===== src/rtl/ptg_pkg.sv =====
// Shared types, constants and waveform tables for the poly tone generator.
`default_nettype none

package ptg_pkg;

   localparam int NUM_CHAN = 2;

   // payload widths
   localparam int CMD_W    = 1;
   localparam int SEL_W    = 3;
   localparam int DATA_W   = 8;
   localparam int SAMPLE_W = 7;

   // per-channel state widths
   localparam int LEVEL_W  = 6;
   localparam int RELOAD_W = 7;
   localparam int CTRL_W   = 4;
   localparam int FREQ_W   = 5;
   localparam int VOL_W    = 6;
   localparam int P4_W     = 4;
   localparam int P5_W     = 5;
   localparam int P9_W     = 9;

   localparam int POLY4_LEN = 15;
   localparam int POLY5_LEN = 31;
   localparam int POLY9_LEN = 511;

   // controls above this value run the divider three times slower
   localparam logic [CTRL_W-1:0] CTRL_TRIPLE_ABOVE = 4'd11;
   // the only control that uses the 9-bit polynomial
   localparam logic [CTRL_W-1:0] CTRL_POLY9 = 4'd8;

   typedef enum logic [CMD_W-1:0] {
      CMD_TICK  = 1'b0,
      CMD_WRITE = 1'b1
   } cmd_type;

   typedef enum logic [SEL_W-1:0] {
      SEL_CTRL0 = 3'd0,
      SEL_CTRL1 = 3'd1,
      SEL_FREQ0 = 3'd2,
      SEL_FREQ1 = 3'd3,
      SEL_VOL0  = 3'd4,
      SEL_VOL1  = 3'd5
   } sel_type;

   typedef enum logic [1:0] {
      FLD_CTRL,
      FLD_FREQ,
      FLD_VOL
   } field_type;

   // one operation handed to a channel
   typedef struct packed {
      logic              tick;
      logic              wr;
      field_type         field;
      logic [DATA_W-1:0] data;
   } chan_op_type;

   // waveform tables, index 0 leftmost
   localparam logic [0:POLY4_LEN-1] POLY4 = 15'b1101110_00010100;
   localparam logic [0:POLY5_LEN-1] POLY5 = 31'b00101100_11111000_11011101_0100001;
   localparam logic [0:POLY5_LEN-1] DIV31 = 31'b10000000_00000000_00100000_0000000;
   localparam logic [0:POLY9_LEN-1] POLY9 = {
      64'b00101000_10000000_10111001_01001111_10011011_01011101_10010011_11010000,
      64'b11011000_10001111_01011010_10000110_10100010_10001110_01101100_11111001,
      64'b10001101_00011001_11100100_01110011_01011011_01001001_11111011_11011000,
      64'b01111100_01000010_00101011_00001011_11010001_10001110_11101000_00000101,
      64'b00100001_11000111_00110010_01011000_01000100_01011110_00111000_10011110,
      64'b11111110_11111101_10101111_00101011_10000011_01100010_10100001_01110000,
      64'b10010100_01011100_11111110_00001001_10100100_01001010_00110100_00011110,
      63'b01001011_11111010_01000110_11100010_10010101_01110010_11001111_1000110
   };

endpackage

`default_nettype wire


===== src/rtl/ptg_if.sv =====
// Valid/ready channel interfaces for the request and response sides.
`default_nettype none

interface ptg_req_if;
   logic                          valid;
   logic                          ready;
   logic                          cmd;
   logic [ptg_pkg::SEL_W-1:0]     reg_select;
   logic [ptg_pkg::DATA_W-1:0]    write_data;

   modport source (output valid, cmd, reg_select, write_data, input ready);
   modport sink   (input valid, cmd, reg_select, write_data, output ready);
endinterface

interface ptg_rsp_if;
   logic                          valid;
   logic                          ready;
   logic [ptg_pkg::SAMPLE_W-1:0]  sample;

   modport source (output valid, sample, input ready);
   modport sink   (input valid, sample, output ready);
endinterface

`default_nettype wire


===== src/rtl/ptg_chan.sv =====
// One sound channel: registers, divider, polynomial counters and output level.
`default_nettype none

module ptg_chan (
   input  wire logic                         clock,
   input  wire logic                         reset,
   input  wire ptg_pkg::chan_op_type         op,
   output logic [ptg_pkg::LEVEL_W-1:0]       level_next
);

   localparam int LW = ptg_pkg::LEVEL_W;
   localparam int RW = ptg_pkg::RELOAD_W;
   localparam int CW = ptg_pkg::CTRL_W;
   localparam int FW = ptg_pkg::FREQ_W;
   localparam int VW = ptg_pkg::VOL_W;
   localparam int P4W = ptg_pkg::P4_W;
   localparam int P5W = ptg_pkg::P5_W;
   localparam int P9W = ptg_pkg::P9_W;

   logic [LW-1:0]  level_ff,  level_in;
   logic [RW-1:0]  reload_ff, reload_in;
   logic [RW-1:0]  count_ff,  count_in;
   logic [CW-1:0]  ctrl_ff,   ctrl_in;
   logic [FW-1:0]  freq_ff,   freq_in;
   logic [VW-1:0]  vol_ff,    vol_in;
   logic [P4W-1:0] pos4_ff,   pos4_in;
   logic [P5W-1:0] pos5_ff,   pos5_in;
   logic [P9W-1:0] pos9_ff,   pos9_in;

   logic [CW-1:0]  ctrl_new;
   logic [FW-1:0]  freq_new;
   logic [VW-1:0]  vol_new;
   logic [RW-1:0]  rl_base;
   logic [RW-1:0]  rl_calc;
   logic [P4W-1:0] p4_next;
   logic [P5W-1:0] p5_next;
   logic [P9W-1:0] p9_next;
   logic           act;

   always_comb begin
      ctrl_new = ctrl_ff;
      freq_new = freq_ff;
      vol_new  = vol_ff;
      if (op.wr) begin
         case (op.field)
            ptg_pkg::FLD_CTRL: ctrl_new = op.data[CW-1:0];
            ptg_pkg::FLD_FREQ: freq_new = op.data[FW-1:0];
            ptg_pkg::FLD_VOL:  vol_new  = {op.data[VW-3:0], 2'b00};
            default: ;
         endcase
      end

      rl_base = RW'(freq_new) + RW'(1);
      if (ctrl_new == '0) begin
         rl_calc = '0;
      end else if (ctrl_new > ptg_pkg::CTRL_TRIPLE_ABOVE) begin
         rl_calc = rl_base + {rl_base[RW-2:0], 1'b0};
      end else begin
         rl_calc = rl_base;
      end

      p4_next = (pos4_ff == P4W'(ptg_pkg::POLY4_LEN - 1)) ? '0 : pos4_ff + P4W'(1);
      p5_next = (pos5_ff == P5W'(ptg_pkg::POLY5_LEN - 1)) ? '0 : pos5_ff + P5W'(1);
      p9_next = (pos9_ff == P9W'(ptg_pkg::POLY9_LEN - 1)) ? '0 : pos9_ff + P9W'(1);

      act = !ctrl_ff[1] ||
            (!ctrl_ff[0] && ptg_pkg::DIV31[p5_next]) ||
            ( ctrl_ff[0] && ptg_pkg::POLY5[p5_next]);

      level_in  = level_ff;
      reload_in = reload_ff;
      count_in  = count_ff;
      ctrl_in   = ctrl_ff;
      freq_in   = freq_ff;
      vol_in    = vol_ff;
      pos4_in   = pos4_ff;
      pos5_in   = pos5_ff;
      pos9_in   = pos9_ff;

      if (op.wr) begin
         ctrl_in = ctrl_new;
         freq_in = freq_new;
         vol_in  = vol_new;
         if (ctrl_new == '0) begin
            level_in = vol_new;
         end
         if (rl_calc != reload_ff) begin
            reload_in = rl_calc;
            if (count_ff == '0 || rl_calc == '0) begin
               count_in = rl_calc;
            end
         end
      end else if (op.tick) begin
         if (count_ff > RW'(1)) begin
            count_in = count_ff - RW'(1);
         end else if (count_ff == RW'(1)) begin
            count_in = reload_ff;
            pos5_in  = p5_next;
            if (act) begin
               if (ctrl_ff[2]) begin
                  // square wave: toggle between silence and volume
                  level_in = (level_ff == '0) ? vol_ff : '0;
               end else if (ctrl_ff[3]) begin
                  if (ctrl_ff == ptg_pkg::CTRL_POLY9) begin
                     pos9_in  = p9_next;
                     level_in = ptg_pkg::POLY9[p9_next] ? vol_ff : '0;
                  end else begin
                     level_in = ptg_pkg::POLY5[p5_next] ? vol_ff : '0;
                  end
               end else begin
                  pos4_in  = p4_next;
                  level_in = ptg_pkg::POLY4[p4_next] ? vol_ff : '0;
               end
            end
         end
      end
   end

   always_ff @(posedge clock) begin
      if (reset) begin
         level_ff  <= '0;
         reload_ff <= '0;
         count_ff  <= '0;
         ctrl_ff   <= '0;
         freq_ff   <= '0;
         vol_ff    <= '0;
         pos4_ff   <= '0;
         pos5_ff   <= '0;
         pos9_ff   <= '0;
      end else begin
         level_ff  <= level_in;
         reload_ff <= reload_in;
         count_ff  <= count_in;
         ctrl_ff   <= ctrl_in;
         freq_ff   <= freq_in;
         vol_ff    <= vol_in;
         pos4_ff   <= pos4_in;
         pos5_ff   <= pos5_in;
         pos9_ff   <= pos9_in;
      end
   end

   assign level_next = level_in;

   a_ctrl_off_no_reload: assert property (@(posedge clock) disable iff (reset)
      (ctrl_ff == '0) |-> (reload_ff == '0))
      else $error("channel disabled but reload nonzero");

   a_count_in_range: assert property (@(posedge clock) disable iff (reset)
      (count_ff <= RW'(96)) && (reload_ff <= RW'(96)))
      else $error("divider count or reload out of range");

   a_pos_in_range: assert property (@(posedge clock) disable iff (reset)
      (pos4_ff < P4W'(ptg_pkg::POLY4_LEN)) && (pos5_ff < P5W'(ptg_pkg::POLY5_LEN)) &&
      (pos9_ff < P9W'(ptg_pkg::POLY9_LEN)))
      else $error("polynomial position out of range");

endmodule

`default_nettype wire


===== src/rtl/two_channel_poly_tone_generator.sv =====
// Top level: input register, command decode, two channels and the sample register.
//
//   channel   dir   payload                          transfer when
//   req_if    in    cmd, reg_select, write_data      valid && ready
//   rsp_if    out   sample (one per tick command)     valid && ready
//
// One item per cycle sustained while no sample waits unaccepted. A transfer lands
// in the input register; when it moves on, both channels update and a tick's sum
// loads the sample register, which drives rsp valid. Writes give no sample.
// Sync reset clears all channel state.
// While a sample waits unaccepted, the input register still takes one item,
// then ready drops until the sample is taken.
`default_nettype none

module two_channel_poly_tone_generator (
   input  wire logic       clock,
   input  wire logic       reset,
   ptg_req_if.sink         req_if,
   ptg_rsp_if.source       rsp_if
);

   localparam int NC = ptg_pkg::NUM_CHAN;
   localparam int SW = ptg_pkg::SAMPLE_W;

   logic                          in_vld_ff,  in_vld_in;
   logic                          in_cmd_ff,  in_cmd_in;
   logic [ptg_pkg::SEL_W-1:0]     in_sel_ff,  in_sel_in;
   logic [ptg_pkg::DATA_W-1:0]    in_data_ff, in_data_in;
   logic                          out_vld_ff, out_vld_in;
   logic [SW-1:0]                 out_sample_ff, out_sample_in;

   logic                          advance;
   logic                          fire;
   logic                          is_tick;
   logic                          sel_ok;
   ptg_pkg::field_type            field;
   ptg_pkg::chan_op_type          chan_op [NC];
   logic [ptg_pkg::LEVEL_W-1:0]   level_next [NC];

   assign advance      = !out_vld_ff || rsp_if.ready;
   assign req_if.ready = !in_vld_ff || advance;
   assign fire         = in_vld_ff && advance;
   assign is_tick      = (in_cmd_ff == ptg_pkg::CMD_TICK);

   always_comb begin
      sel_ok = 1'b1;
      field  = ptg_pkg::FLD_CTRL;
      unique case (in_sel_ff) inside
         ptg_pkg::SEL_CTRL0, ptg_pkg::SEL_CTRL1: field = ptg_pkg::FLD_CTRL;
         ptg_pkg::SEL_FREQ0, ptg_pkg::SEL_FREQ1: field = ptg_pkg::FLD_FREQ;
         ptg_pkg::SEL_VOL0,  ptg_pkg::SEL_VOL1:  field = ptg_pkg::FLD_VOL;
         default: sel_ok = 1'b0;
      endcase
   end

   for (genvar c = 0; c < NC; c++) begin : g_chan
      always_comb begin
         chan_op[c].tick  = fire && is_tick;
         chan_op[c].wr    = fire && !is_tick && sel_ok && (in_sel_ff[0] == 1'(c));
         chan_op[c].field = field;
         chan_op[c].data  = in_data_ff;
      end

      ptg_chan u_chan (
         .clock      (clock),
         .reset      (reset),
         .op         (chan_op[c]),
         .level_next (level_next[c])
      );
   end

   always_comb begin
      in_vld_in  = in_vld_ff;
      in_cmd_in  = in_cmd_ff;
      in_sel_in  = in_sel_ff;
      in_data_in = in_data_ff;
      if (req_if.ready) begin
         in_vld_in  = req_if.valid;
         in_cmd_in  = req_if.cmd;
         in_sel_in  = req_if.reg_select;
         in_data_in = req_if.write_data;
      end

      out_vld_in    = out_vld_ff;
      out_sample_in = out_sample_ff;
      if (advance) begin
         out_vld_in    = fire && is_tick;
         out_sample_in = SW'(level_next[0]) + SW'(level_next[1]);
      end
   end

   always_ff @(posedge clock) begin
      if (reset) begin
         in_vld_ff  <= 1'b0;
         out_vld_ff <= 1'b0;
      end else begin
         in_vld_ff  <= in_vld_in;
         out_vld_ff <= out_vld_in;
      end
      in_cmd_ff     <= in_cmd_in;
      in_sel_ff     <= in_sel_in;
      in_data_ff    <= in_data_in;
      out_sample_ff <= out_sample_in;
   end

   assign rsp_if.valid  = out_vld_ff;
   assign rsp_if.sample = out_sample_ff;

   a_tick_gives_sample: assert property (@(posedge clock) disable iff (reset)
      (fire && is_tick) |=> out_vld_ff)
      else $error("tick transfer produced no sample");

   a_sample_from_tick: assert property (@(posedge clock) disable iff (reset)
      $rose(out_vld_ff) |-> $past(fire && is_tick))
      else $error("sample shown without a tick");

   a_sample_range: assert property (@(posedge clock) disable iff (reset)
      out_vld_ff |-> (out_sample_ff <= SW'(120)))
      else $error("sample out of range");

endmodule

`default_nettype wire


===== src/flat_wrapper.sv =====
// flat-port wrapper written by rule: the top's interface ports become plain ports
module two_channel_poly_tone_generator_flat 
  (clock, reset, req_if_valid, req_if_cmd, req_if_reg_select, req_if_write_data, req_if_ready, rsp_if_valid, rsp_if_sample, rsp_if_ready);
  ptg_req_if req_if_i ();
  ptg_rsp_if rsp_if_i ();
  input  wire logic clock;
  input  wire logic reset;
  input wire logic [$bits(req_if_i.valid)-1:0] req_if_valid;
  input wire logic [$bits(req_if_i.cmd)-1:0] req_if_cmd;
  input wire logic [$bits(req_if_i.reg_select)-1:0] req_if_reg_select;
  input wire logic [$bits(req_if_i.write_data)-1:0] req_if_write_data;
  output wire logic [$bits(req_if_i.ready)-1:0] req_if_ready;
  output wire logic [$bits(rsp_if_i.valid)-1:0] rsp_if_valid;
  output wire logic [$bits(rsp_if_i.sample)-1:0] rsp_if_sample;
  input wire logic [$bits(rsp_if_i.ready)-1:0] rsp_if_ready;
  assign req_if_i.valid = req_if_valid;
  assign req_if_i.cmd = req_if_cmd;
  assign req_if_i.reg_select = req_if_reg_select;
  assign req_if_i.write_data = req_if_write_data;
  assign req_if_ready = req_if_i.ready;
  assign rsp_if_valid = rsp_if_i.valid;
  assign rsp_if_sample = rsp_if_i.sample;
  assign rsp_if_i.ready = rsp_if_ready;
  two_channel_poly_tone_generator u_core (.clock(clock), .reset(reset), .req_if(req_if_i), .rsp_if(rsp_if_i));
endmodule

===== config.mk =====
export PLATFORM = sky130hd
export DESIGN_NAME = two_channel_poly_tone_generator_flat
export DESIGN_NICKNAME = d
export VERILOG_FILES = /design/src/rtl/ptg_pkg.sv /design/src/rtl/ptg_if.sv /design/src/rtl/ptg_chan.sv /design/src/rtl/two_channel_poly_tone_generator.sv /design/src/flat_wrapper.sv
export SDC_FILE = /design/constraint.sdc
export NUM_CORES = 1
export LEC_CHECK = 0
export BUFFER_PORTS_ARGS = -buffer_cell sky130_fd_sc_hd__buf_4
export CAP_MARGIN = 25
export CORE_MARGIN = 3
export CORE_UTILIZATION = 54
export DETAILED_ROUTE_END_ITERATION = 8
export PLACE_DENSITY = 0.7
export RECOVER_POWER = 50
export SYNTH_ARGS = -nofsm -noshare
export SYNTH_HDL_FRONTEND = slang
export SYNTH_SLANG_ARGS = --single-unit

===== constraint.sdc =====
create_clock -name clock -period 18.7 [get_ports clock]
set_clock_uncertainty 0.2 [all_clocks]
set_input_delay 3.74 -clock clock [delete_from_list [all_inputs] [get_ports clock]]
set_output_delay 3.74 -clock clock [all_outputs]
set_load 0.01 [all_outputs]

# Word level (Yosys, flattened, before mapping)
# Memories as Yosys holds them, arrays and structs flattened.
# Cells that the tools add are included.
[totals]
rom_bits = 1184
output_inout_bits = 9
register_bits = 124
memories = 8
inputBits = 16
wordCells = 221
[mem_list]
columns = ["memory", "words", "width", "rd", "rd_ports_with_merged_regs", "write_ports", "line_no", "rtl"]
rows = [
  ["(name not given)", 512, 1, 1, 0, 0, "ptg_chan.sv:106", "level_in = ptg_pkg::POLY9[p9_next] ? vol_ff : '0;"],
  ["(name not given)", 512, 1, 1, 0, 0, "ptg_chan.sv:106", ""],
  ["(name not given)", 32, 1, 1, 0, 0, "ptg_chan.sv:67", "(!ctrl_ff[0] && ptg_pkg::DIV31[p5_next]) ||"],
  ["(name not given)", 32, 1, 1, 0, 0, "ptg_chan.sv:108", "level_in = ptg_pkg::POLY5[p5_next] ? vol_ff : '0;"],
  ["(name not given)", 32, 1, 1, 0, 0, "ptg_chan.sv:108", ""],
  ["(name not given)", 32, 1, 1, 0, 0, "ptg_chan.sv:67", ""],
  ["+2 memories", "--", "--", "--", "--", "--", "--", ""],
]
[op_classes]
n_lt_le_gt_ge = 10
reduce_logical = 51
n_eq_ne = 23
addsub = 13
bitwise = 16
muxes = 76
[ops]
columns = ["op", "n"]
rows = [
  ["$mux 6", 28],
  ["$mux 7", 16],
  ["$mux 5", 6],
  ["$logic_not 7->1", 4],
  ["$mux 4", 6],
  ["$ge 10x10->1 const B", 2],
  ["$not 9->10", 2],
  ["$add 9x1->9 const B", 2],
  ["$eq 9x9->1 const B", 2],
  ["$mux 9", 2],
  ["$mux 1", 17],
  ["$eq 4x4->1 const B", 4],
  ["$reduce_and 4->1", 4],
  ["$reduce_and 8->1", 2],
  ["$add 7x7->7", 2],
  ["$eq 7x1->1 const B", 2],
  ["$gt 7x1->1 const B", 2],
  ["$ne 7x7->1", 2],
  ["$reduce_and 7->1", 2],
  ["$sub 7x1->7 const B", 2],
  ["$add 5x1->6 const B", 2],
  ["$ge 6x6->1 const B", 2],
  ["$logic_not 6->1", 2],
  ["$not 5->6", 2],
  ["other kinds (26)", 72],
]

# Logic depth before layout (Yosys ltp)
# Gate-level depths: netlist of the first run.
[depth]
word_depth = 16
ltp_mapped = 28
depth_no_buf = 24

# Hierarchy
# A second synthesis of the first run with hierarchy kept.
[hier_totals]
hier_cells = 1630
area_unflattened_um2 = 12074.1
[modules_own_cells]
columns = ["mod", "seq_area_each_um2", "cells_each", "area_per_inst_um2", "instances"]
rows = [
  ["ptg_chan (u_core.g_chan[1].u_chan)", 1061.0, 814, 5685.5, 1],
  ["ptg_chan (u_core.g_chan[0].u_chan)", 1061.0, 753, 5452.7, 1],
  ["two_channel_poly_tone_generator", 610.6, 63, 935.9, 1],
]

# Worst setup path before layout of the first run
# OpenSTA, ideal clock, no wires.
[synth_path]
path_kind = "input port to flip-flop"
start = "input port rsp_if_ready"
end = "register u_core.g_chan[0].u_chan.count_ff[0]"
arrival_ps = 7848
required_ps = 18397
n_path_buf = 2
setup_ps = 103
path_stages = 18
setup_slack_ps = 10549
cell_sequence = "nor2b_4 buf_6 nor4_4 mux2i_1 clkinv_2 ha_1 xnor2_1 ha_1 a211oi_1 o21bai_1 a21oi_1 xnor2_1 a211o_1 nor4_1 or2_2 clkbuf_1 a21oi_1 a2111oi_2"
[synth_via]
elab_chain_len = 14
word_cells_on_any_way = 25
cone_classes = "2 x add/sub; 1 x order compare; 3 x eq/ne; 7 x mux; 12 x reduce/logical"
[synth_rtl]
columns = ["item", "line_no", "rtl"]
rows = [
  ["start, declared", "flat_wrapper.sv:15", "input wire logic [$bits(rsp_if_i.ready)-1:0] rsp_if_ready;"],
  ["$logic_or 1x1->1 (*)", "two_channel_poly_tone_generator.sv:40", "assign advance = !out_vld_ff || rsp_if.ready;"],
  ["$logic_and 1x1->1 (*)", "two_channel_poly_tone_generator.sv:42", "assign fire = in_vld_ff && advance;"],
  ["$logic_and 1x1->1 (*) (3 in a row)", "two_channel_poly_tone_generator.sv:59", "chan_op[c].wr = fire && !is_tick && sel_ok && (in_sel_ff[0] == 1'(c));"],
  ["$mux 5 (*)", "ptg_chan.sv:44", "if (op.wr) begin"],
  ["named net u_core.g_chan[0].u_chan.freq_new[0]", "ptg_chan.sv:31", "logic [FW-1:0] freq_new;"],
  ["$add 5x1->6 (*)", "ptg_chan.sv:53", "rl_base = RW'(freq_new) + RW'(1);"],
  ["$add 7x7->7", "ptg_chan.sv:57", "rl_calc = rl_base + {rl_base[RW-2:0], 1'b0};"],
  ["$mux 7 (*)", "ptg_chan.sv:56", "end else if (ctrl_new > ptg_pkg::CTRL_TRIPLE_ABOVE) begin"],
  ["$mux 7 (*)", "ptg_chan.sv:54", "if (ctrl_new == '0) begin"],
  ["$logic_not 7->1", "ptg_chan.sv:89", "if (count_ff == '0 || rl_calc == '0) begin"],
  ["$logic_or 1x1->1", "ptg_chan.sv:89", ""],
  ["$ne 2x2->1 (no line)", "--", ""],
  ["$reduce_and 4->1 (no line)", "--", ""],
  ["end signal, assigned", "ptg_chan.sv:133", "count_ff <= count_in;"],
  ["end, declared", "ptg_chan.sv:22", "logic [RW-1:0] count_ff, count_in;"],
]
# Mark *: on every way through the listed nets, which the timed path passes. The rest lies on a longest branch. The select of a mux whose other input is x is not followed.
# A chain may end at the register's enable or synchronous reset.

# Final worst setup path of the first run
# Ends and elaborated chain as after synthesis.

==> results of run 1 <==
## kinds of logic (layout without fill, tap and decap cells)
family                     after synthesis  after routing
and+or+nand+nor                        673            673
AOI/OAI and AO/OA                      548            548
buffers and inverters                  189            129
DFF                                    124            124
adders and majority gates               56             56
xor gates and xnor gates                54             54
muxes                                   53             53
## metrics by stage
stage               power (mW)  utilization (%)  worst slack (ns)  instances
detailed placement       0.331             56.2              9.81       1885
global route             0.664             58.5              8.60       1917
floorplan                0.318                -             10.55       1697
CTS                      0.647             58.8             10.06       1916
global placement         0.330             56.2              9.93       1885
finish                   0.644             58.5              9.08       1917
## registers in the layout (all words and copies together), names as in the netlist, 5 cells and up
signal,flops
u_core.g_chan.u_chan.pos5_ff,10
u_core.g_chan.u_chan.reload_ff,14
u_core.g_chan.u_chan.freq_ff,10
u_core.rsp_if.sample,7
u_core.g_chan.u_chan.level_ff,12
u_core.g_chan.u_chan.pos4_ff,8
u_core.g_chan.u_chan.pos9_ff,18
u_core.g_chan.u_chan.count_ff,14
u_core.g_chan.u_chan.vol_ff,12
u_core.g_chan.u_chan.ctrl_ff,8
u_core.in_data_ff,5
## cells in the final DEF, fill, tap and decap left out, types with 12 or more instances in the layout
cell       synthesis  final
o31ai_1           15     15
o21ai_0           88     88
a21oi_1          136    136
o22ai_1           24     24
nor2b_1           24     25
inv_1             48     49
and3_1            23     23
a211oi_1          31     31
or2_2             12     12
a311oi_1          21     21
and2_1            21     20
ha_1              52     52
nand2_1          156    156
nand3_1           56     56
clkbuf_1          92     16
buf_4              2     23
a21o_1            16     16
mux2i_1           43     43
clkbuf_16          0     19
nor3_1            57     57
xnor2_1           34     34
nand3b_1          13     13
nor2_1           178    178
or3_1             17     17
nand4_1           19     19
xor2_1            20     20
nand2b_1          31     31
o211ai_1          36     36
nor4_1            16     17
dfxtp_1          108    108
a31oi_1           24     24
edfxtp_1          16     16
## power breakdown
part / internal, mW / switching [mW] / total (mW)
logic: 0.0164 / 0.0290 / 0.0454
clock network: 0.198 / 0.120 / 0.319
registers: 0.274 / 0.00602 / 0.280
total: 0.489 / 0.155 / 0.644
## worst max-delay path: cells and delay by family
kind / cells / cell delay, ns
compound gates: 4 / 0.71
xor+xnor: 2 / 0.55
fa+ha+maj: 2 / 0.66
buf+inv: 2 / 0.32
mux: 1 / 0.65
simple gates: 6 / 2.89
## cell type report
cell class | instances | area [um^2] | share of cell area, %
Tap cell | 280 | 350 | 2.71
Inverter | 52 | 196 | 1.52
Multi-Input combinational cell | 1384 | 8870 | 68.6
Timing Repair Buffer | 46 | 298 | 2.30
Clock inverter | 4 | 25.0 | 0.194
Sequential cell | 124 | 2640 | 20.4
Clock buffer | 27 | 546 | 4.22
## routing by layer
metal / track usage, % / vias to the layer above
met5: 0 / -
met4: 9.75 / 0
met3: 4.32 / 92
met2: 45.3 / 539
met1: 40.8 / 6096
li1: - / 6233
## worst min-delay path by stage
stage	startpoint	end	slack, ns	cells past startpoint
after floorplan	u_core.g_chan[1].u_chan.reload_ff[2]	u_core.g_chan[1].u_chan.reload_ff[2]	0.25	2
after global placement	u_core.g_chan[0].u_chan.vol_ff[2]	u_core.g_chan[0].u_chan.vol_ff[2]	0.26	2
after detailed placement	u_core.g_chan[0].u_chan.vol_ff[0]	u_core.g_chan[0].u_chan.vol_ff[0]	0.27	1
after CTS	u_core.g_chan[0].u_chan.vol_ff[0]	u_core.g_chan[0].u_chan.vol_ff[0]	0.27	1
after global routing	u_core.g_chan[1].u_chan.vol_ff[0]	u_core.g_chan[1].u_chan.vol_ff[0]	0.29	1
final	u_core.g_chan[1].u_chan.vol_ff[0]	u_core.g_chan[1].u_chan.vol_ff[0]	0.27	1
==> metrics.txt, run 1 <==
Worst Setup Start Kind=input pin; first-pass GRT wire length=59.8 mm; TritonCTS Buffers=17; grt total ovfl=0; Clock Path Buffers=2; Clock Latency Late Sink=0.42 ns; reg2reg end=u_core.rsp_if.sample[6]; Metal-1 WL=16.6 mm; DR WL met3=2.67 mm; fin nets=1696; DR WL/cell=19.2 um; # port buffers=21; Ys Warns=0; fmax=0.104 GHz; fraction of the mapped netlist area in compound gates=30.7%; crit-path max cell delay=1.60 ns; WL met2=16.7 mm; Worst setup EP type=flop; Total Wirelength=36.9 mm; Synth Area in XOR/XNOR=3.85%; Max Used Layer=met4; critical path's slowest cell=nor4_1; critical path type=in2reg; post-synthesis simple-gate area fraction=27.5%; GPL Wtd Cong=0.982; CTS tree=done; reg2reg setup slack=11.06 ns; Cells after Synth=1697; cell with the most instances after synthesis=nor2_1; Remaining DRCs=0; power density cells=49.8 nW/um^2; crit path to=u_core.g_chan[0].u_chan.count_ff[0]; Post-Synthesis Cell Area=12300 um^2; vias per std cell=6.76; die area=24600 um^2; Yosys top cell by area=dfxtp_1; clock-pin slew on the worst setup and hold paths=0.06 ns; failing checks=max-capacitance violations, max-slew violations; design area=12900 um^2; largest net degree at the start of global routing=96; Max-slew headroom=-178%; CTS root buf=clkbuf_16; layout cells sized above 1=6.48%; share of the synthesized area in the top cell type=17.6%; Hold WS=0.272 ns; post-synth net total=1768; worst r2r src=u_core.g_chan[0].u_chan.pos9_ff[0]; Seq cells post-synth=124; final count of hold timing violations=0; total of max-cap violations=2; final setup fails=0; Synth top cells by count=nor2_1 (178), nand2_1 (156), a21oi_1 (136); via count=13000; largest fanout on the critical path=9; status=finished, violations left; hold buffer count at cts=0; fin. max-slew vios=105; ant diodes=0; largest family of logic cells by synthesized area=compound AO/OA/AOI/OAI gates; antenna violations before repair=0; setup TNS=0 ns; RSZ-0062 raised after global routing=no; Worst Setup SP=rsp_if_ready; Post-Syn Area per Cell=7.25 um^2; period utilisation layout=51.4%; Synth Flop Type=dfxtp_1; placed cell area=12400 um^2; min-delay worst type=reg2reg; core area=22100 um^2; largest cells by area after synthesis=dfxtp_1 (18%), a21oi_1 (5.5%), nor2_1 (5.4%); Post-synth ARST share=0%; Setup Fix Bufs, Post-CTS=0; DRT Pass-1 Iters=7; Critical Path RT=18.61 ns; Final ANT Viol Nets=0; ordered list of cells on the worst path=clkbuf_4, nor2b_1, nor4_1, mux2i_1, clkinv_2, ha_1, xnor2_1, ha_1, a21o_1, a21oi_1, xnor2_1, nand2_1, and3_1, nor4b_1, nand4_1, a21oi_1, a2111oi_2; gr usage total=28.9%; Die X=157 um; Initial DRC Count=1458; Synth cell types=89; row cnt=54; vias in the first global route=11700; WP data arrival=9.53 ns; Die Ht=157 um; post-synthesis adder-cell area fraction=5.86%; Post-synth EDFFs=16; post-synthesis mux area share=4.42%; sequential element share of the synthesized area=21.5%; worst-case reg-to-reg path depth=21; Starting Density=55.7%; H-Tree Level Count=4; FILL cells=2086; Leak Pwr=4.66 nW; VDD IR max=0.0544 mV; post_cts resized=0; Clock Sinks=124; Worst Max-Slew Pin Slew=4.18 ns; min Tclk post-route=9.62 ns; area grow syn2layout=5.11%; DP HPWL=25.3 mm; I/O pin count=25
No activity file was read; power rests on OpenSTA's default activity.
==> run 2, diff against run 1 <==
PLACE_DENSITY = 0.73   (was 0.7)
clock period = 7.8 ns   (was 18.7 ns; I/O delays follow)
==> run 2 against run 1 <==
  * Largest cell class unchanged
  * First-iteration DRC count up 9.8%
  * Hold slack better by 0.0046 ns
  * Critical path depth up 3
  * The flow finishes with violations (design-rule violations, max-capacitance violations, max-slew violations)
  * Register-to-register slack worse by 10 ns
  * Sequential cell count unchanged
  * Via count up 1.4%
  * Total power up 140%
  * Clock-buffer cell count down 7
  * Non-clock buffer count up 10
  * Combinational power up 150%
==> metrics.txt, run 2 (synthesis gave the netlist of run 1 again) <==
status=finished, violations left (unchanged); failing checks=design-rule violations, max-capacitance violations, max-slew violations (was max-capacitance violations, max-slew violations); CTS tree=done (unchanged); Initial DRC Count=1601 (was 1458); min-delay worst type=reg2reg (unchanged); power density cells=120 nW/um^2 (was 49.8 nW/um^2); Hold Startpoint=u_core.g_chan[1].u_chan.vol_ff[0] (unchanged); DR WL/cell=19.7 um (was 19.2 um); grt total ovfl=0 (unchanged); Largest regs=u_core.g_chan.u_chan.pos9_ff (18), u_core.g_chan.u_chan.count_ff (14), u_core.g_chan.u_chan.reload_ff (14) (unchanged); fmax=0.142 GHz; VDD IR max=0.140 mV (was 0.0544 mV); TritonCTS Buffers=17 (unchanged); Die X=157 um (unchanged); fin nets=1706 (was 1696); antenna violations before repair=0 (unchanged); DP HPWL=26.4 mm (was 25.3 mm); area grow syn2layout=5.85% (was 5.11%); total of max-cap violations=1 (was 2); Worst Max-Slew Pin Slew=4.15 ns (was 4.18 ns); final setup fails=0 (unchanged); gr usage total=30.2% (was 28.9%); largest fanout on the critical path=12 (was 9); post_cts resized=0 (unchanged); Worst Hold Depth=1 (unchanged); fin util=58.9% (was 58.5%); H-Tree Level Count=4 (unchanged); max reg flops=18 (unchanged); final count of hold timing violations=0 (unchanged); most frequent cells in the layout=nor2_1 (178), nand2_1 (156), a21oi_1 (136) (unchanged); Biggest register=u_core.g_chan.u_chan.pos9_ff (unchanged); first-pass GRT wire length=61.1 mm (was 59.8 mm); clock-pin slew on the worst setup and hold paths=0.06 ns (about the same); Total Wirelength=38.1 mm (was 36.9 mm); worst r2r src=u_core.g_chan[1].u_chan.pos9_ff[0] (was u_core.g_chan[0].u_chan.pos9_ff[0]); largest net degree at the start of global routing=92 (was 96); hold buffer count at cts=0 (unchanged); fin. max-slew vios=92 (was 105); Clock Sinks=124 (unchanged); DRT Pass-1 Iters=9 (was 7); Worst setup EP type=flop (unchanged); Worst Setup Start Kind=input pin (unchanged); period utilisation layout=90.1%; FILL cells=2061 (was 2086); vias in the first global route=11800 (was 11700); most common cell after layout, fill and taps aside=nor2_1 (unchanged); Starting Density=55.7% (unchanged); RSZ-0062 raised after global routing=no (unchanged); row cnt=54 (unchanged); worst hold path endpoint=u_core.g_chan[1].u_chan.vol_ff[0] (unchanged); Hold WS=0.276 ns (was 0.272 ns); die area=24600 um^2 (unchanged); GPL Wtd Cong=1.03 (was 0.982); Max-slew headroom=-177% (was -178%); vias per std cell=6.82 (was 6.76); Leak Pwr=4.69 nW (was 4.66 nW); critical path type=in2reg (unchanged); Setup Fix Bufs, Post-CTS=0 (unchanged); I/O pin count=25 (unchanged); Remaining DRCs=2 (was 0); reg2reg setup slack=0.91 ns (was 11.06 ns); overall power=1.56 mW (was 644 uW); worst-case reg-to-reg path depth=22 (was 21); layout cells sized above 1=7.10% (was 6.48%); via count=13100 (was 13000); core area=22100 um^2 (unchanged); min Tclk post-route=7.03 ns; Final ANT Viol Nets=0 (unchanged); CTS root buf=clkbuf_16 (unchanged); Critical Path RT=7.73 ns (was 18.61 ns); ant diodes=0 (unchanged); setup TNS=0 ns (unchanged); Clock Path Buffers=2 (unchanged); Die Ht=157 um (unchanged); reg2reg end=u_core.rsp_if.sample[6] (unchanged); WP data arrival=6.96 ns (was 9.53 ns); Clock Latency Late Sink=0.43 ns (was 0.42 ns); # port buffers=21 (unchanged)
run 2: power breakdown:
group | internal [mW] | total (mW) | leakage [nW] | switching [mW]
registers | 0.656 | 0.670 | 1.05 | 0.0140
clock network | 0.474 | 0.779 | 0.259 | 0.305
logic | 0.0408 | 0.113 | 3.39 | 0.0723
run 2: worst max-delay path by stage:
| stage | from | slack, ns | endpoint |
|---|---|---|---|
| 4_1_cts | u_core.g_chan[1].u_chan.pos9_ff[0] | 1.03 | u_core.rsp_if.sample[6] |
| 6_report | rsp_if_ready | 0.77 | u_core.g_chan[1].u_chan.count_ff[5] |
| 3_5_place_dp | u_core.g_chan[1].u_chan.pos9_ff[0] | 1.05 | u_core.rsp_if.sample[6] |
| 2_1_floorplan | rsp_if_ready | 1.83 | u_core.g_chan[0].u_chan.count_ff[0] |
| 3_3_place_gp | u_core.g_chan[1].u_chan.pos9_ff[0] | 1.15 | u_core.rsp_if.sample[6] |
| 5_1_grt | rsp_if_ready | 0.16 | u_core.g_chan[1].u_chan.count_ff[1] |
run 2: cell type report:
type	count	area, um^2	area share, %
Multi-Input combinational cell	1384	8890	68.3
Sequential cell	124	2640	20.3
Clock buffer	20	447	3.43
Timing Repair Buffer	56	370	2.85
Tap cell	280	350	2.69
Inverter	52	196	1.51
Clock inverter	12	121	0.932
run 2: per-layer routing:
layer  share of wire (%)  track usage [%]  up-vias
li1                    -                -     6226
met1                  44             41.4     6168
met2                  45             46.8      633
met3                 8.0             5.75      117
met4                 3.4             11.8        0
met5                   0                0        -
run 2: worst max-delay path, cell delays in order:
cell and delay, ns:
clkbuf_4 0.11, nor2b_1 0.65, inv_1 0.48, nand3_1 0.39, mux2i_1 0.49, inv_1 0.15, ha_1 0.27, inv_1 0.08
a21oi_1 0.05, nor2b_1 0.31, ha_1 0.31, a211oi_1 0.28, o21bai_1 0.13, a21oi_1 0.19, xnor2_1 0.10, a211o_1 0.31
o41ai_1 0.54, o311ai_4 0.29, a21oi_1 0.22, nor3_1 0.06
run 2: through the flow:
step / cells / setup slack (ns) / cell area [um^2]
after CTS: 1925 / 1.03 / 13100
after global placement: 1893 / 1.15 / 12500
after detailed placement: 1893 / 1.05 / 12500
final: 1928 / 0.774 / 13000
after global routing: 1928 / 0.156 / 13000
after floorplan: 1697 / 1.83 / 12300
==> run 3, diff against run 2 <==
ABC_AREA = 1   (was default)
==> run 3 against run 2 <==
  * The flow now finishes without violations
  * Wire length decreased by 27%
  * Sequential power grew 2%
  * Total power grew 11%
  * Core utilization increased by 0.96 points
  * Highest routed layer unchanged
==> metrics.txt, run 3 <==
status=finished clean (was finished, violations left); Non-Filler Instances=2033 (was 1928); TritonCTS Buffers=17 (unchanged); Worst Hold Depth=2 (was 1); Synth top cells by count=nand2_1 (481), inv_1 (237), nand3_1 (229) (was nor2_1 (178), nand2_1 (156), a21oi_1 (136)); Leak Pwr=5.55 nW (was 4.69 nW); Synth Area in XOR/XNOR=1.72% (was 3.85%); hold buffer count at cts=0 (unchanged); fmax=0.160 GHz (was 0.142 GHz); largest fanout on the critical path=20 (was 12); RSZ-0062 raised after global routing=no (unchanged); first-pass GRT wire length=47.5 mm (was 61.1 mm); Post-synth ARST share=0% (unchanged); Remaining DRCs=0 (was 2); Biggest register=u_core.g_chan.u_chan.pos9_ff (unchanged); final count of hold timing violations=0 (unchanged); min-delay worst type=reg2reg (unchanged); I/O pin count=25 (unchanged); Cell Count Post-Placement=2001 (was 1893); post-synthesis mux area share=0% (was 4.42%); largest net degree at the start of global routing=44 (was 92); core area=19000 um^2 (was 22100 um^2); Hold WS=0.285 ns (was 0.276 ns); row cnt=50 (was 54); post-synth net total=1846 (was 1768); Initial DRC Count=1115 (was 1601); largest cells by area after synthesis=dfxtp_1 (20%), nand2_1 (17%), nand3_1 (11%) (was dfxtp_1 (18%), a21oi_1 (5.5%), nor2_1 (5.4%)); final setup fails=0 (unchanged); clock-pin slew on the worst setup and hold paths=0.07 ns (was 0.06 ns); sequential element share of the synthesized area=24.9% (was 21.5%); DR WL/cell=13.7 um (was 19.7 um); Cells after Synth=1775 (was 1697); critical path type=in2reg (unchanged); grt total ovfl=0 (unchanged); CTS tree=done (unchanged); cell with the most instances after synthesis=nand2_1 (was nor2_1); Die Ht=146 um (was 157 um); VDD IR max=0.153 mV (was 0.140 mV); Ys Warns=0 (unchanged); Setup Fix Bufs, Post-CTS=0 (unchanged); design area=11400 um^2 (was 13000 um^2); Synth cell types=50 (was 89); largest family of logic cells by synthesized area=simple AND/OR/NAND/NOR gates (was compound AO/OA/AOI/OAI gates); Post-Synthesis Cell Area=10600 um^2 (was 12300 um^2); worst-case reg-to-reg path depth=31 (was 22); post-synthesis adder-cell area fraction=6.70% (was 5.86%); power density cells=153 nW/um^2 (was 120 nW/um^2); Clock Path Buffers=2 (unchanged); post-synthesis simple-gate area fraction=39.6% (was 27.5%); CTS root buf=clkbuf_16 (unchanged); antenna violations before repair=0 (unchanged); Yosys top cell by area=dfxtp_1 (unchanged); GPL Wtd Cong=0.967 (was 1.03); Setup WS post-layout=1.56 ns (was 0.774 ns); Total Wirelength=27.9 mm (was 38.1 mm); vias in the first global route=10200 (was 11800); Synth Flop Type=dfxtp_1 (unchanged); Largest regs=u_core.g_chan.u_chan.pos9_ff (18), u_core.g_chan.u_chan.count_ff (14), u_core.g_chan.u_chan.reload_ff (14) (unchanged); Worst Setup SP=rsp_if_ready (unchanged); min Tclk post-route=6.24 ns (was 7.03 ns); setup TNS=0 ns (unchanged); fin nets=1831 (was 1706); vias per std cell=5.55 (was 6.82); via count=11300 (was 13100); fraction of the mapped netlist area in compound gates=15.5% (was 30.7%); gr usage total=25.9% (was 30.2%); Post-Syn Area per Cell=5.98 um^2 (was 7.25 um^2); DP HPWL=20.0 mm (was 26.4 mm); Clock Sinks=124 (unchanged); most common cell after layout, fill and taps aside=nand2_1 (was nor2_1); Seq cells post-synth=124 (unchanged); Worst Max-Slew Pin Slew=1.05 ns (was 4.15 ns); Final ANT Viol Nets=0 (unchanged); share of the synthesized area in the top cell type=20.4% (was 17.6%); total of max-cap violations=0 (was 1); Worst Setup Start Kind=input pin (unchanged); # port buffers=21 (unchanged); placed cell area=10900 um^2 (was 12500 um^2); Hold Startpoint=u_core.g_chan[0].u_chan.vol_ff[1] (was u_core.g_chan[1].u_chan.vol_ff[0]); post_cts resized=0 (unchanged); worst r2r src=u_core.g_chan[1].u_chan.pos9_ff[0] (unchanged); Critical Path RT=7.92 ns (was 7.73 ns); Post-synth EDFFs=16 (unchanged); DP Worst Slack=1.69 ns (was 1.05 ns); Max-slew headroom=29.5% (was -177%); DRT Pass-1 Iters=7 (was 9); fin. max-slew vios=0 (was 92); Clock Latency Late Sink=0.43 ns (about the same); period utilisation layout=80.1% (was 90.1%); area grow syn2layout=7.31% (was 5.85%); Worst setup EP type=flop (unchanged); die area=21400 um^2 (was 24600 um^2); layout cells sized above 1=5.58% (was 7.10%); WP data arrival=6.37 ns (was 6.96 ns); Starting Density=55.8% (was 55.7%); ant diodes=0 (unchanged); Die X=146 um (was 157 um); max reg flops=18 (unchanged); most frequent cells in the layout=nand2_1 (485), inv_1 (236), nand3_1 (229) (was nor2_1 (178), nand2_1 (156), a21oi_1 (136)); H-Tree Level Count=4 (unchanged)
==> run 3: cell type report <==
| class | count | area [um^2] |
|---|---|---|
| multi-input cells | 1340 | 6700 |
| clock inverters | 15 | 173 |
| fillers | 1911 | 7630 |
| clock buffers | 17 | 425 |
| well taps | 260 | 325 |
| flip-flops and latches | 124 | 2640 |
| repair buffers | 27 | 181 |
| inverters | 250 | 938 |
==> run 3: worst max-delay path, stage by stage <==
cell      delay [ns]
clkbuf_4        0.10
inv_1           0.03
nand2_1         0.29
nand2_1         0.28
nor3_4          0.80
clkbuf_1        0.44
nand2_1         0.11
nand2_1         0.15
ha_1            0.20
xor2_1          0.22
inv_1           0.14
ha_1            0.36
a21oi_1         0.22
nand2_1         0.09
nand2_1         0.08
nand2_1         0.06
a21o_1          0.16
nand2_1         0.07
nand3_1         0.13
xor2_1          0.18
nor2_2          0.17
nand2_2         0.09
nand3_1         0.08
nand2_1         0.16
nor2_1          0.14
nor2_1          0.05
==> run 3: power breakdown <==
| group | total [mW] | leakage (nW) | switching (mW) | internal (mW) |
|---|---|---|---|---|
| registers | 0.682 | 1.05 | 0.0148 | 0.667 |
| clock network | 0.796 | 0.290 | 0.365 | 0.431 |
| logic | 0.261 | 4.21 | 0.176 | 0.0843 |
| total | 1.74 | 5.55 | 0.556 | 1.18 |
==> run 3: stage by stage <==
step | total power, mW | utilization (%)
floorplan | 0.896 | -
global placement | 0.952 | 57.1
detailed placement | 0.958 | 57.2
CTS | 1.76 | 60.3
global route | 1.82 | 59.9
finish | 1.74 | 59.9
==> run 3: worst paths after layout <==
| kind | endpoint | slack (ns) |
|---|---|---|
| worst max-delay path | u_core.g_chan[1].u_chan.count_ff[3] | 1.56 |
| worst min-delay path | u_core.g_chan[0].u_chan.vol_ff[1] | 0.28 |
| worst max register to register | u_core.rsp_if.sample[6] | 2.03 |
| worst min register to register | u_core.g_chan[0].u_chan.vol_ff[1] | 0.28 |
==> run 3: cells by family (layout without fill, tap and decap cells) <==
kind of cell / after synthesis / after routing
simple gates: 964 / 964
buf+inv: 311 / 309
compound gates: 301 / 301
flops: 124 / 124
fa+ha+maj: 55 / 55
xor+xnor: 20 / 20
==> run 3: metal layers <==
layer | part of all wire (%) | track usage, %
met2 | 46 | 42.8
met4 | 2.1 | 7.90
met5 | 0 | 0
met3 | 6.8 | 4.03
met1 | 45 | 34.9
